## src/sv/bdq_pkg.sv

```systemverilog
`timescale 1ns / 1ps
// ----------------------------------------------------------------------------
// Bounded double-ended queue package
// Command codes, word types and default sizes shared by the queue and its
// checker.
// ----------------------------------------------------------------------------
package bdq_pkg;

    localparam int DEPTH_DEFAULT     = 16;
    localparam int WORD_BITS_DEFAULT = 32;

    localparam int VALUE_BITS = 32;
    localparam int COUNT_BITS = 5;
    localparam int CMD_BITS   = 3;

    localparam logic [CMD_BITS-1:0] CMD_PUSH_FRONT = 3'd0;
    localparam logic [CMD_BITS-1:0] CMD_PUSH_BACK  = 3'd1;
    localparam logic [CMD_BITS-1:0] CMD_POP_FRONT  = 3'd2;
    localparam logic [CMD_BITS-1:0] CMD_POP_BACK   = 3'd3;
    localparam logic [CMD_BITS-1:0] CMD_CLEAR      = 3'd4;
    localparam logic [CMD_BITS-1:0] CMD_PEEK       = 3'd5;

    typedef struct packed {
        logic [CMD_BITS-1:0]          command;
        logic signed [VALUE_BITS-1:0] value_in;
    } cmd_word_t;

    typedef struct packed {
        logic signed [VALUE_BITS-1:0] front_value;
        logic signed [VALUE_BITS-1:0] back_value;
        logic [COUNT_BITS-1:0]        entry_count;
        logic                         is_empty;
        logic                         fault;
    } result_word_t;

endpackage

```

## src/sv/bounded_double_ended_queue.sv

```systemverilog
`timescale 1ns / 1ps
// ----------------------------------------------------------------------------
// Bounded double-ended queue
// One command per clock cycle: busy is held low, so a command is taken at
// every edge where start is high. Its result word appears on result with done
// high in the next cycle, matching the registered read of the word store; the
// receiver cannot stall it. A word pushed in the same cycle as it is read is
// forwarded around the store.
// ----------------------------------------------------------------------------
module bounded_double_ended_queue #(
    parameter int DEPTH     = bdq_pkg::DEPTH_DEFAULT,
    parameter int WORD_BITS = bdq_pkg::WORD_BITS_DEFAULT
) (
    input  logic                 clk,
    input  logic                 rst_n,
    input  logic                 start,
    output logic                 busy,
    input  bdq_pkg::cmd_word_t   cmd,
    output logic                 done,
    output bdq_pkg::result_word_t result
);

    localparam int AW = $clog2(DEPTH);
    localparam int CW = $clog2(DEPTH + 1);
    localparam int SW = AW + 2;
    localparam int VB = bdq_pkg::VALUE_BITS;
    localparam int NB = bdq_pkg::COUNT_BITS;

    logic [WORD_BITS-1:0] word_store [DEPTH];

    logic [AW-1:0]        front_reg;
    logic [AW-1:0]        front_next;
    logic [CW-1:0]        count_reg;
    logic [CW-1:0]        count_next;
    logic                 done_reg;
    logic                 fault_reg;
    logic                 fault_next;
    logic                 fwd_front_reg;
    logic                 fwd_back_reg;
    logic [WORD_BITS-1:0] wdata_reg;
    logic [WORD_BITS-1:0] rd_front_reg;
    logic [WORD_BITS-1:0] rd_back_reg;

    logic                 accept;
    logic                 full;
    logic                 empty;
    logic                 we;
    logic [AW-1:0]        waddr;
    logic [WORD_BITS-1:0] wdata;
    logic [WORD_BITS+VB-1:0] wide_in;
    logic [AW-1:0]        front_dec;
    logic [AW-1:0]        front_inc;
    logic [SW-1:0]        tail_sum;
    logic [AW-1:0]        tail_slot;
    logic [SW-1:0]        back_sum;
    logic [AW-1:0]        back_slot;
    logic [WORD_BITS-1:0] front_word;
    logic [WORD_BITS-1:0] back_word;
    logic [WORD_BITS+VB-1:0] wide_front;
    logic [WORD_BITS+VB-1:0] wide_back;
    logic [CW+NB-1:0]     wide_count;
    logic                 out_empty;

    assign busy   = 1'b0;
    assign accept = start && !busy;
    assign full   = (count_reg == CW'(DEPTH));
    assign empty  = (count_reg == '0);

    assign wide_in = {{WORD_BITS{1'b0}}, cmd.value_in};
    assign wdata   = wide_in[WORD_BITS-1:0];

    assign front_dec = (front_reg == '0) ? AW'(DEPTH - 1) : front_reg - 1'b1;
    assign front_inc = (front_reg == AW'(DEPTH - 1)) ? '0 : front_reg + 1'b1;
    assign tail_sum  = SW'(front_reg) + SW'(count_reg);
    assign tail_slot = (tail_sum >= SW'(DEPTH)) ? AW'(tail_sum - SW'(DEPTH)) : AW'(tail_sum);

    always_comb
    begin
        front_next = front_reg;
        count_next = count_reg;
        fault_next = 1'b0;
        we         = 1'b0;
        waddr      = tail_slot;
        if (accept)
        begin
            case (cmd.command)
                bdq_pkg::CMD_PUSH_FRONT:
                begin
                    if (full)
                    begin
                        fault_next = 1'b1;
                    end
                    else
                    begin
                        front_next = front_dec;
                        count_next = count_reg + 1'b1;
                        we         = 1'b1;
                        waddr      = front_dec;
                    end
                end
                bdq_pkg::CMD_PUSH_BACK:
                begin
                    if (full)
                    begin
                        fault_next = 1'b1;
                    end
                    else
                    begin
                        count_next = count_reg + 1'b1;
                        we         = 1'b1;
                    end
                end
                bdq_pkg::CMD_POP_FRONT:
                begin
                    if (empty)
                    begin
                        fault_next = 1'b1;
                    end
                    else
                    begin
                        front_next = front_inc;
                        count_next = count_reg - 1'b1;
                    end
                end
                bdq_pkg::CMD_POP_BACK:
                begin
                    if (empty)
                    begin
                        fault_next = 1'b1;
                    end
                    else
                    begin
                        count_next = count_reg - 1'b1;
                    end
                end
                bdq_pkg::CMD_CLEAR:
                begin
                    front_next = '0;
                    count_next = '0;
                end
                default:
                begin
                    front_next = front_reg;
                end
            endcase
        end
    end

    assign back_sum  = SW'(front_next) + SW'(count_next) - SW'(1);
    assign back_slot = (back_sum >= SW'(DEPTH)) ? AW'(back_sum - SW'(DEPTH)) : AW'(back_sum);

    always_ff @(posedge clk)
    begin
        if (we)
        begin
            word_store[waddr] <= wdata;
        end
        rd_front_reg  <= word_store[front_next];
        rd_back_reg   <= word_store[back_slot];
        wdata_reg     <= wdata;
        fwd_front_reg <= we && (waddr == front_next);
        fwd_back_reg  <= we && (waddr == back_slot);
    end

    always_ff @(posedge clk or negedge rst_n)
    begin
        if (!rst_n)
        begin
            front_reg <= '0;
            count_reg <= '0;
            done_reg  <= 1'b0;
            fault_reg <= 1'b0;
        end
        else
        begin
            front_reg <= front_next;
            count_reg <= count_next;
            done_reg  <= accept;
            fault_reg <= fault_next;
        end
    end

    assign front_word = fwd_front_reg ? wdata_reg : rd_front_reg;
    assign back_word  = fwd_back_reg ? wdata_reg : rd_back_reg;
    assign wide_front = {{VB{1'b0}}, front_word};
    assign wide_back  = {{VB{1'b0}}, back_word};
    assign wide_count = {{NB{1'b0}}, count_reg};
    assign out_empty  = (count_reg == '0);

    assign done               = done_reg;
    assign result.front_value = out_empty ? '0 : wide_front[VB-1:0];
    assign result.back_value  = out_empty ? '0 : wide_back[VB-1:0];
    assign result.entry_count = wide_count[NB-1:0];
    assign result.is_empty    = out_empty;
    assign result.fault       = fault_reg;

endmodule

```

## config.mk

```make
export PLATFORM = sky130hd
export DESIGN_NAME = bounded_double_ended_queue
export DESIGN_NICKNAME = d
export VERILOG_FILES = /design/src/sv/bdq_pkg.sv /design/src/sv/bounded_double_ended_queue.sv
export SDC_FILE = /design/constraint.sdc
export NUM_CORES = 1
export LEC_CHECK = 0
export ABC_CLOCK_PERIOD_IN_PS = 10500
export BUFFER_PORTS_ARGS = -buffer_cell sky130_fd_sc_hd__buf_2
export CAP_MARGIN = 10
export CORE_MARGIN = 3
export CORE_UTILIZATION = 46
export CTS_CLUSTER_DIAMETER = 60
export DETAILED_ROUTE_END_ITERATION = 7
export SLEW_MARGIN = 20
export SYNTH_ARGS = -nofsm -noshare
export SYNTH_HDL_FRONTEND = slang
export SYNTH_SLANG_ARGS = --single-unit
export TNS_END_PERCENT = 100
```

## constraint.sdc

```tcl
create_clock -name clk -period 10.5 [get_ports clk]
set_clock_uncertainty 0.2 [all_clocks]
set_input_delay 1.05 -clock clk [delete_from_list [all_inputs] [get_ports clk]]
set_output_delay 1.05 -clock clk [all_outputs]
set_load 0.01 [all_outputs]
```

==> results of run 1 <==
==> kinds of logic (layout without fill, tap and decap cells) <==
family          count (synthesis)  in the layout  synth area share (%)
flops                         621            621                  62.9
mux                           417            417                  20.6
simple gates                  312            312                  5.09
compound gates                297            297                  7.35
buf+inv                       165            290                  2.84
xor+xnor                       16             16                 0.500
fa+ha+maj                      14             14                 0.679
other cells                     1              5                0.0134
==> how the worst max path moves through the flow <==
stage | from | to | slack (ns) | cells past startpoint
after floorplan | cmd[33] | rd_back_reg[12] | 5.41 | 14
after global placement | cmd[33] | rd_back_reg[6] | 4.10 | 14
after detailed placement | cmd[33] | rd_back_reg[11] | 3.95 | 14
after CTS | count_reg[1] | rd_back_reg[11] | 4.13 | 16
after global routing | count_reg[1] | rd_back_reg[7] | 3.88 | 16
final | count_reg[1] | rd_back_reg[7] | 4.12 | 14
==> stage by stage <==
stage / cell area [um2] / hold slack [ns] / setup slack [ns] / instances
finish: 31500 / 0.123 / 4.12 / 2745
global route: 31500 / 0.122 / 3.88 / 2743
CTS: 31500 / 0.102 / 4.13 / 2741
detailed placement: 29200 / 0.457 / 3.95 / 2610
global placement: 29200 / 0.426 / 4.10 / 2610
floorplan: 28000 / 0.440 / 5.41 / 1843
==> layout make-up <==
class | count | area share [%]
clock inverter | 26 | 0.675
antenna | 4 | 0.0317
sequential | 621 | 55.9
tap | 773 | 3.07
inverter | 17 | 0.246
multi-input combinational | 1057 | 31.0
timing repair buffer | 142 | 2.60
clock buffer | 105 | 6.53
==> metal layers <==
layer,vias to the layer above,routed length (um)
li1,7502,-
met1,8937,32000
met2,622,36600
met3,136,4210
met4,2,2000
met5,-,13
==> cells in the mapped netlist (all sizes together) (2+ instances only) <==
master / number
a21oi: 138
nor3: 6
a211o: 2
or4: 32
and3: 4
a211oi: 2
nor2: 94
nor3b: 2
nand2b: 7
nand4: 2
xor2: 6
edfxtp: 512
o21ai: 6
ha: 12
dfxtp: 98
a21o: 2
mux4: 128
xnor2: 10
or2: 2
a221oi: 126
dfrtp: 11
nand2: 141
o32ai: 2
a31oi: 2
inv: 16
buf: 76
a21boi: 2
nand3b: 2
mux2i: 288
clkbuf: 72
nand3: 9
fa: 2
o21a: 3
or4b: 3
o2111ai: 2
o31ai: 3
==> report_power, final <==
part | leakage, nW | switching, mW | total [mW] | internal [mW]
registers | 5.57 | 0.113 | 3.04 | 2.92
logic | 4.47 | 3.03 | 5.41 | 2.38
clock network | 1.11 | 0.961 | 2.39 | 1.43
total | 11.2 | 4.10 | 10.8 | 6.74
==> critical path: stages, from the launching register on <==
cell and delay, ns:
dfrtp_1 0.46, inv_1 0.17, ha_1 0.22, nor4bb_1 0.80, o21ai_1 0.41, nand2_4 0.41, inv_8 0.28, ha_4 0.33
inv_1 0.09, ha_4 0.13, inv_1 0.05, fa_4 1.26, buf_4 0.79, mux2i_1 0.30, mux2i_1 0.11
==> key figures, run 1 <==
Timing
  • Fin. max-slew vios: 0
  • Setup violators final: 0
  • Slew at the pin with the worst max-slew slack: ~1.1 ns
  • F_max: 157 MHz
  • Final worst-path cycle share: 60.7%
  • Setup TNS: 0 ns
  • Fin. Hold Viols: 0
  • Relative slew slack: between 20 and 30%
  • Final min period: 6.38 ns
  • Unrepaired setup endpoints after global routing: false

Routing
  • Pre-Repair DR Iteration Count: 5
  • Final ANT Viol Nets: 0
  • Final wirelength: about 75 mm
  • Via/cell ratio: 6.27
  • Wire per inst: about 27 um
  • Post-route DRC: 0
  • DR iter-0 viols: around 1500
  • Via count: 17200

Logic synthesis
  • Netlist Area Pre-Place: ~28000 um2
  • Number of synthesized flops with an enable pin: 512
  • Netlist cell types: 64
  • Cell count after synthesis: 1843
  • Yosys top cell by area: edfxtp_1
  • Synth Net Count: 1895
  • Post-synth top flop: edfxtp_1
  • Ys async rst share: under 10%
  • Largest cells by area after synthesis: edfxtp_1, mux2i_1, mux4_2
  • Synth Warn #: 0
  • Yosys reg bits: between 600 and 700
  • Sequential share of the synthesized area: 62.9%
  • Post-synth top area share: 54.9%
  • Avg Cell Area, Syn: 15.2 um2

Floorplanning
  • I/O pin cnt: 111
  • Die Area: roughly 64000 um2
  • Core Footprint: 59600 um2
  • Die Ht: 253 um
  • Row Count: 89
  • Initial Util: 47.0%
  • Die X: between 200 and 300 um

Global routing
  • Total Routing Usage GR: 23.3%
  • M3 GR Usage: under 10%
  • Met1 Resource Use GR: 31.5%
  • Largest net degree at the start of global routing: 153
  • Global Route met2 Usage: 39.0%
  • Global-route wire length before repair: 110 mm
  • Initial antenna violation count: 5
  • Vias in the first global route: 17200
  • Busiest grt layer: met2
  • Global route total overflow: 0

Worst setup path
  • R2R Setup Slk: 4.12 ns
  • CP Class: reg -> reg
  • Reg2Reg Depth: 14
  • Reg2reg start: count_reg[1]
  • CP Launch Type: flop
  • Critical Path AT: 6.64 ns
  • Crit Path Max Fanout: 103
  • Crit end category: flop
  • Reg-to-Reg End: rd_back_reg[7]
  • CP Data Required Time: 10.76 ns

Clock network
  • CTS resizes: 0
  • Clock sinks: 621
  • Worst-Skew Late Latency: between 0.6 and 0.7 ns
  • H-Tree Depth: 3
  • Root Driver: clkbuf_16
  • Max Root-Sink Buffers: 3
  • Clock-pin transition on the worst setup and hold timing paths: approximately 0.060 ns
  • CTS tree: yes
  • Post-CTS Repair Setup Buffers: 0
  • Post-CTS Hold Fix Bufs: 0
  • Num CTS Buffers: 71

Layout
  • Layout cells sized above 1: roughly a fifth
  • Multi-input gate area: 9770 um2
  • Layout net count: 1962
  • Final Util: ~53%
  • Reg area: 17600 um2
  • Area Overhead vs Synth: 12.6%
  • Commonest non-fill, non-tap cell in the layout: edfxtp_1
  • Most frequent cells in the layout: edfxtp_1, mux2i_1, a21oi_1
  • Biggest register: word_store
  • Fillers: 4781
  • Max FFs per register: 512

Pwr
  • Pwr dens: approximately 340 nW/um2
  • Tot Pwr: 10.8 mW
  • VDD IR max: about 0.43 mV
  • Leakage Power: roughly 11 nW

Hold path
  • Hold Crit Class: in -> async

Place
  • IO Port Bufs: roughly 110
  • Gpl congestion: 0.766
  • DP HPWL: 37.6 mm

Flow run
  • Max-cap viol count: 0

Outcome
  • Status: finished clean
No activity file was read; power rests on OpenSTA's default activity.
==> run 2: changes to the inputs <==
--- a/config.mk
+++ b/config.mk
@@ -5,7 +5,7 @@
 export SDC_FILE = /design/constraint.sdc
 export NUM_CORES = 1
 export LEC_CHECK = 0
-export ABC_CLOCK_PERIOD_IN_PS = 10500
+export ABC_CLOCK_PERIOD_IN_PS = 6600
 export BUFFER_PORTS_ARGS = -buffer_cell sky130_fd_sc_hd__buf_2
 export CAP_MARGIN = 10
 export CORE_MARGIN = 3
==> constraint.sdc (replaced) <==
create_clock -name clk -period 6.6 [get_ports clk]
set_clock_uncertainty 0.2 [all_clocks]
set_input_delay 0.66 -clock clk [delete_from_list [all_inputs] [get_ports clk]]
set_output_delay 0.66 -clock clk [all_outputs]
set_load 0.01 [all_outputs]
==> run 2 against run 1 <==
  * Register-to-register slack worse by 3.1 ns
  * Sequential power up 58%
  * Die area unchanged
  * Fmax up 15%
  * Final cell count up 0.47%
  * Routed wire length up 2.5%
  * Cell area up 0.36%
  * Hold slack worse by 0.026 ns
  * Largest cell class unchanged
==> key figures, run 2 (synthesis gave the netlist of run 1 again) <==
Outcome
  • Status: finished clean

Routing
  • Pre-Repair DR Iteration Count: 5 (unchanged)
  • DR iter-0 viols: 1662 (+9.0%)
  • Wire per inst: 27.8 um (+2.0%)
  • Post-route DRC: 0 (unchanged)
  • Via count: 17500 (+1.7%)
  • Via/cell ratio: 6.34 (+1.2%)
  • Final wirelength: 76.6 mm (+2.5%)
  • Final ANT Viol Nets: 0 (unchanged)

Clock network
  • Root Driver: clkbuf_16
  • H-Tree Depth: 3 (unchanged)
  • Clock sinks: 621 (unchanged)
  • Max Root-Sink Buffers: 3 (unchanged)
  • CTS tree: yes
  • Post-CTS Repair Setup Buffers: 0 (unchanged)
  • CTS resizes: 0 (unchanged)
  • Num CTS Buffers: 68 (-4.2%)
  • Clock-pin transition on the worst setup and hold timing paths: 0.06 ns (about the same)
  • Worst-Skew Late Latency: 0.59 ns (-0.02 ns)
  • Post-CTS Hold Fix Bufs: 1 (+1)

Worst setup path
  • Reg2Reg Depth: 19 (+5)
  • Crit Path Max Fanout: 26 (-75%)
  • CP Data Required Time: 6.91 ns (-3.85 ns)
  • Top cell by count, worst path: inv_1
  • Reg2reg start: count_reg[1]
  • Critical Path, Cell by Cell: inv_1 > ha_1 > or4b_1 > clkinv_2 > buf_4 > nand2_1 > o31ai_1 > a21oi_1 > o21a_1 > ha_1 > inv_1 > ha_4 > inv_1 > fa_4 > xor2_1 > xnor2_1 > xnor2_2 > buf_4 > mux2i_1
  • Crit end category: flop
  • CP Class: reg -> reg
  • Reg-to-Reg End: rd_back_reg[23]
  • Critical Path AT: 5.87 ns (-0.77 ns)
  • R2R Setup Slk: 1.04 ns (-3.08 ns)
  • Slowest-stage cell, CP: or4b_1
  • Worst path max stage delay: 0.63 ns (-0.63 ns)
  • Critical path's top delay family: buffers and inverters
  • CP Launch Type: flop
  • Buf+Inv Stages, Crit Path: 6 (+1)

Floorplanning
  • Die Area: 63900 um2 (unchanged)
  • Die X: 253 um (unchanged)
  • Row Count: 89 (unchanged)
  • Die Ht: 253 um (unchanged)
  • I/O pin cnt: 111 (unchanged)
  • Core Footprint: 59600 um2 (unchanged)
  • Initial Util: 47.0% (unchanged)

Global routing
  • Initial antenna violation count: 5 (unchanged)
  • Total Routing Usage GR: 24.0% (+0.69 points)
  • Largest net degree at the start of global routing: 217 (+42%)
  • Global-route wire length before repair: 114 mm (+3.1%)
  • Vias in the first global route: 17700 (+3.1%)
  • Global route total overflow: 0 (unchanged)

Timing
  • Unrepaired setup endpoints after global routing: false
  • Setup violators final: 0 (unchanged)
  • Fin. max-slew vios: 0 (unchanged)
  • F_max: 180 MHz (+15%)
  • Setup TNS: 0 ns (unchanged)
  • Final worst-path cycle share: 84.3% (+24 points)
  • Slew at the pin with the worst max-slew slack: 1.11 ns (+0.0371 ns)
  • Final min period: 5.56 ns (-0.816 ns)
  • Fin. Hold Viols: 0 (unchanged)
  • Relative slew slack: 26.3% (-2.5 points)
  • Hold slack: 0.0972 ns (-0.0261 ns)

Pwr
  • Clock power frac: 21.1% (-1.0 points)
  • VDD IR max: 0.945 mV (+120%)
  • Pwr dens: 551 nW/um2 (+60%)
  • Switching share of power: 38.3% (+0.48 points)
  • Leakage Power: 11.2 nW (+0.74%)
  • Reg power frac: 27.6% (-0.4 points)
  • Logic gate share of total power: 51.3% (+1.4 points)
  • P_int: 10.7 mW (+59%)
  • Psw: 6.68 mW (+63%)

Place
  • Gpl congestion: 0.790 (+3.2%)
  • DP HPWL: 43.0 mm (+14%)
  • DP Cell Count: 2631 (+0.80%)
  • Placed cell area: 29500 um2 (+0.80%)
  • IO Port Bufs: 109 (unchanged)

Layout
  • Layout cells sized above 1: 21.5% (+0.61 points)
  • Most frequent cells in the layout: edfxtp_1, mux2i_1, a21oi_1
  • Multi-input gate area: 9770 um2 (unchanged)
  • Layout Cells excl Fill: 2758 (+0.47%)
  • Commonest non-fill, non-tap cell in the layout: edfxtp_1
  • Max FFs per register: 512 (unchanged)
  • Biggest register: word_store
  • Layout net count: 1981 (+0.97%)
  • Area Overhead vs Synth: 13.0%
  • Design area: 31600 um2 (+0.36%)
  • Reg area: 17600 um2 (unchanged)
  • Fillers: 4792 (+0.23%)

Hold path
  • Worst Hold End: done
  • Worst hold path depth: 1
  • Min-delay src: start
  • Hold Crit Class: in -> reg

Flow run
  • Max-cap viol count: 0 (unchanged)
==> run 2: cell types whose count changed in the layout (fill, tap and decap cells not counted), sizes merged <==
cell	delta
clkinv	-3
inv	-1
clkbuf	-3
buf	+21
clkinvlp	-1
dlygate4sd3	+1
diode	-1
==> run 2: through the flow <==
| step | power, mW | util (%) | setup slack (ns) |
|---|---|---|---|
| after floorplan | 11.3 | - | 1.84 |
| after global placement | 13.7 | 49.5 | 1.14 |
| after detailed placement | 13.9 | 49.5 | 1.03 |
| after CTS | 17.6 | 53.1 | 0.996 |
| after global routing | 18.3 | 53.1 | 0.698 |
| final | 17.4 | 53.1 | 1.04 |
==> run 2: area by class of cell <==
type | count | share of cell area [%]
inverters | 17 | 0.245
well taps | 773 | 3.06
flip-flops and latches | 621 | 55.7
clock buffers | 102 | 6.20
multi-input cells | 1057 | 30.9
clock inverters | 21 | 0.573
repair buffers | 164 | 3.35
diodes | 3 | 0.0237
==> run 2: power groups by stage <==
stage                     Clock (mW)  Combinational [mW]  Sequential [mW]
after floorplan                    0                6.46             4.82
after global placement             0                8.86             4.89
after detailed placement           0                9.00             4.89
after CTS                       3.74                9.03             4.81
after global routing            3.90                9.55             4.84
final                           3.68                8.94             4.81
==> run 2: how the worst max path moves through the flow <==
stage            startpoint         endpoint  slack (ns)  depth (start not counted)
2_1_floorplan  count_reg[1]  rd_back_reg[12]        1.84                         17
3_3_place_gp   count_reg[1]  rd_back_reg[21]        1.14                         19
3_5_place_dp   count_reg[1]  rd_back_reg[28]        1.03                         19
4_1_cts        count_reg[1]  rd_back_reg[23]         1.0                         19
5_1_grt        count_reg[1]  rd_back_reg[23]        0.70                         19
6_report       count_reg[1]  rd_back_reg[23]        1.04                         19
==> run 2: routing by layer <==
| layer | GRT usage, % | part of all wire (%) | up-vias |
|---|---|---|---|
| met1 | 32.0 | 41 | 9132 |
| li1 | - | - | 7540 |
| met5 | 0 | 0.022 | - |
| met4 | 7.38 | 2.5 | 2 |
| met2 | 40.6 | 50 | 692 |
| met3 | 4.12 | 6.2 | 125 |
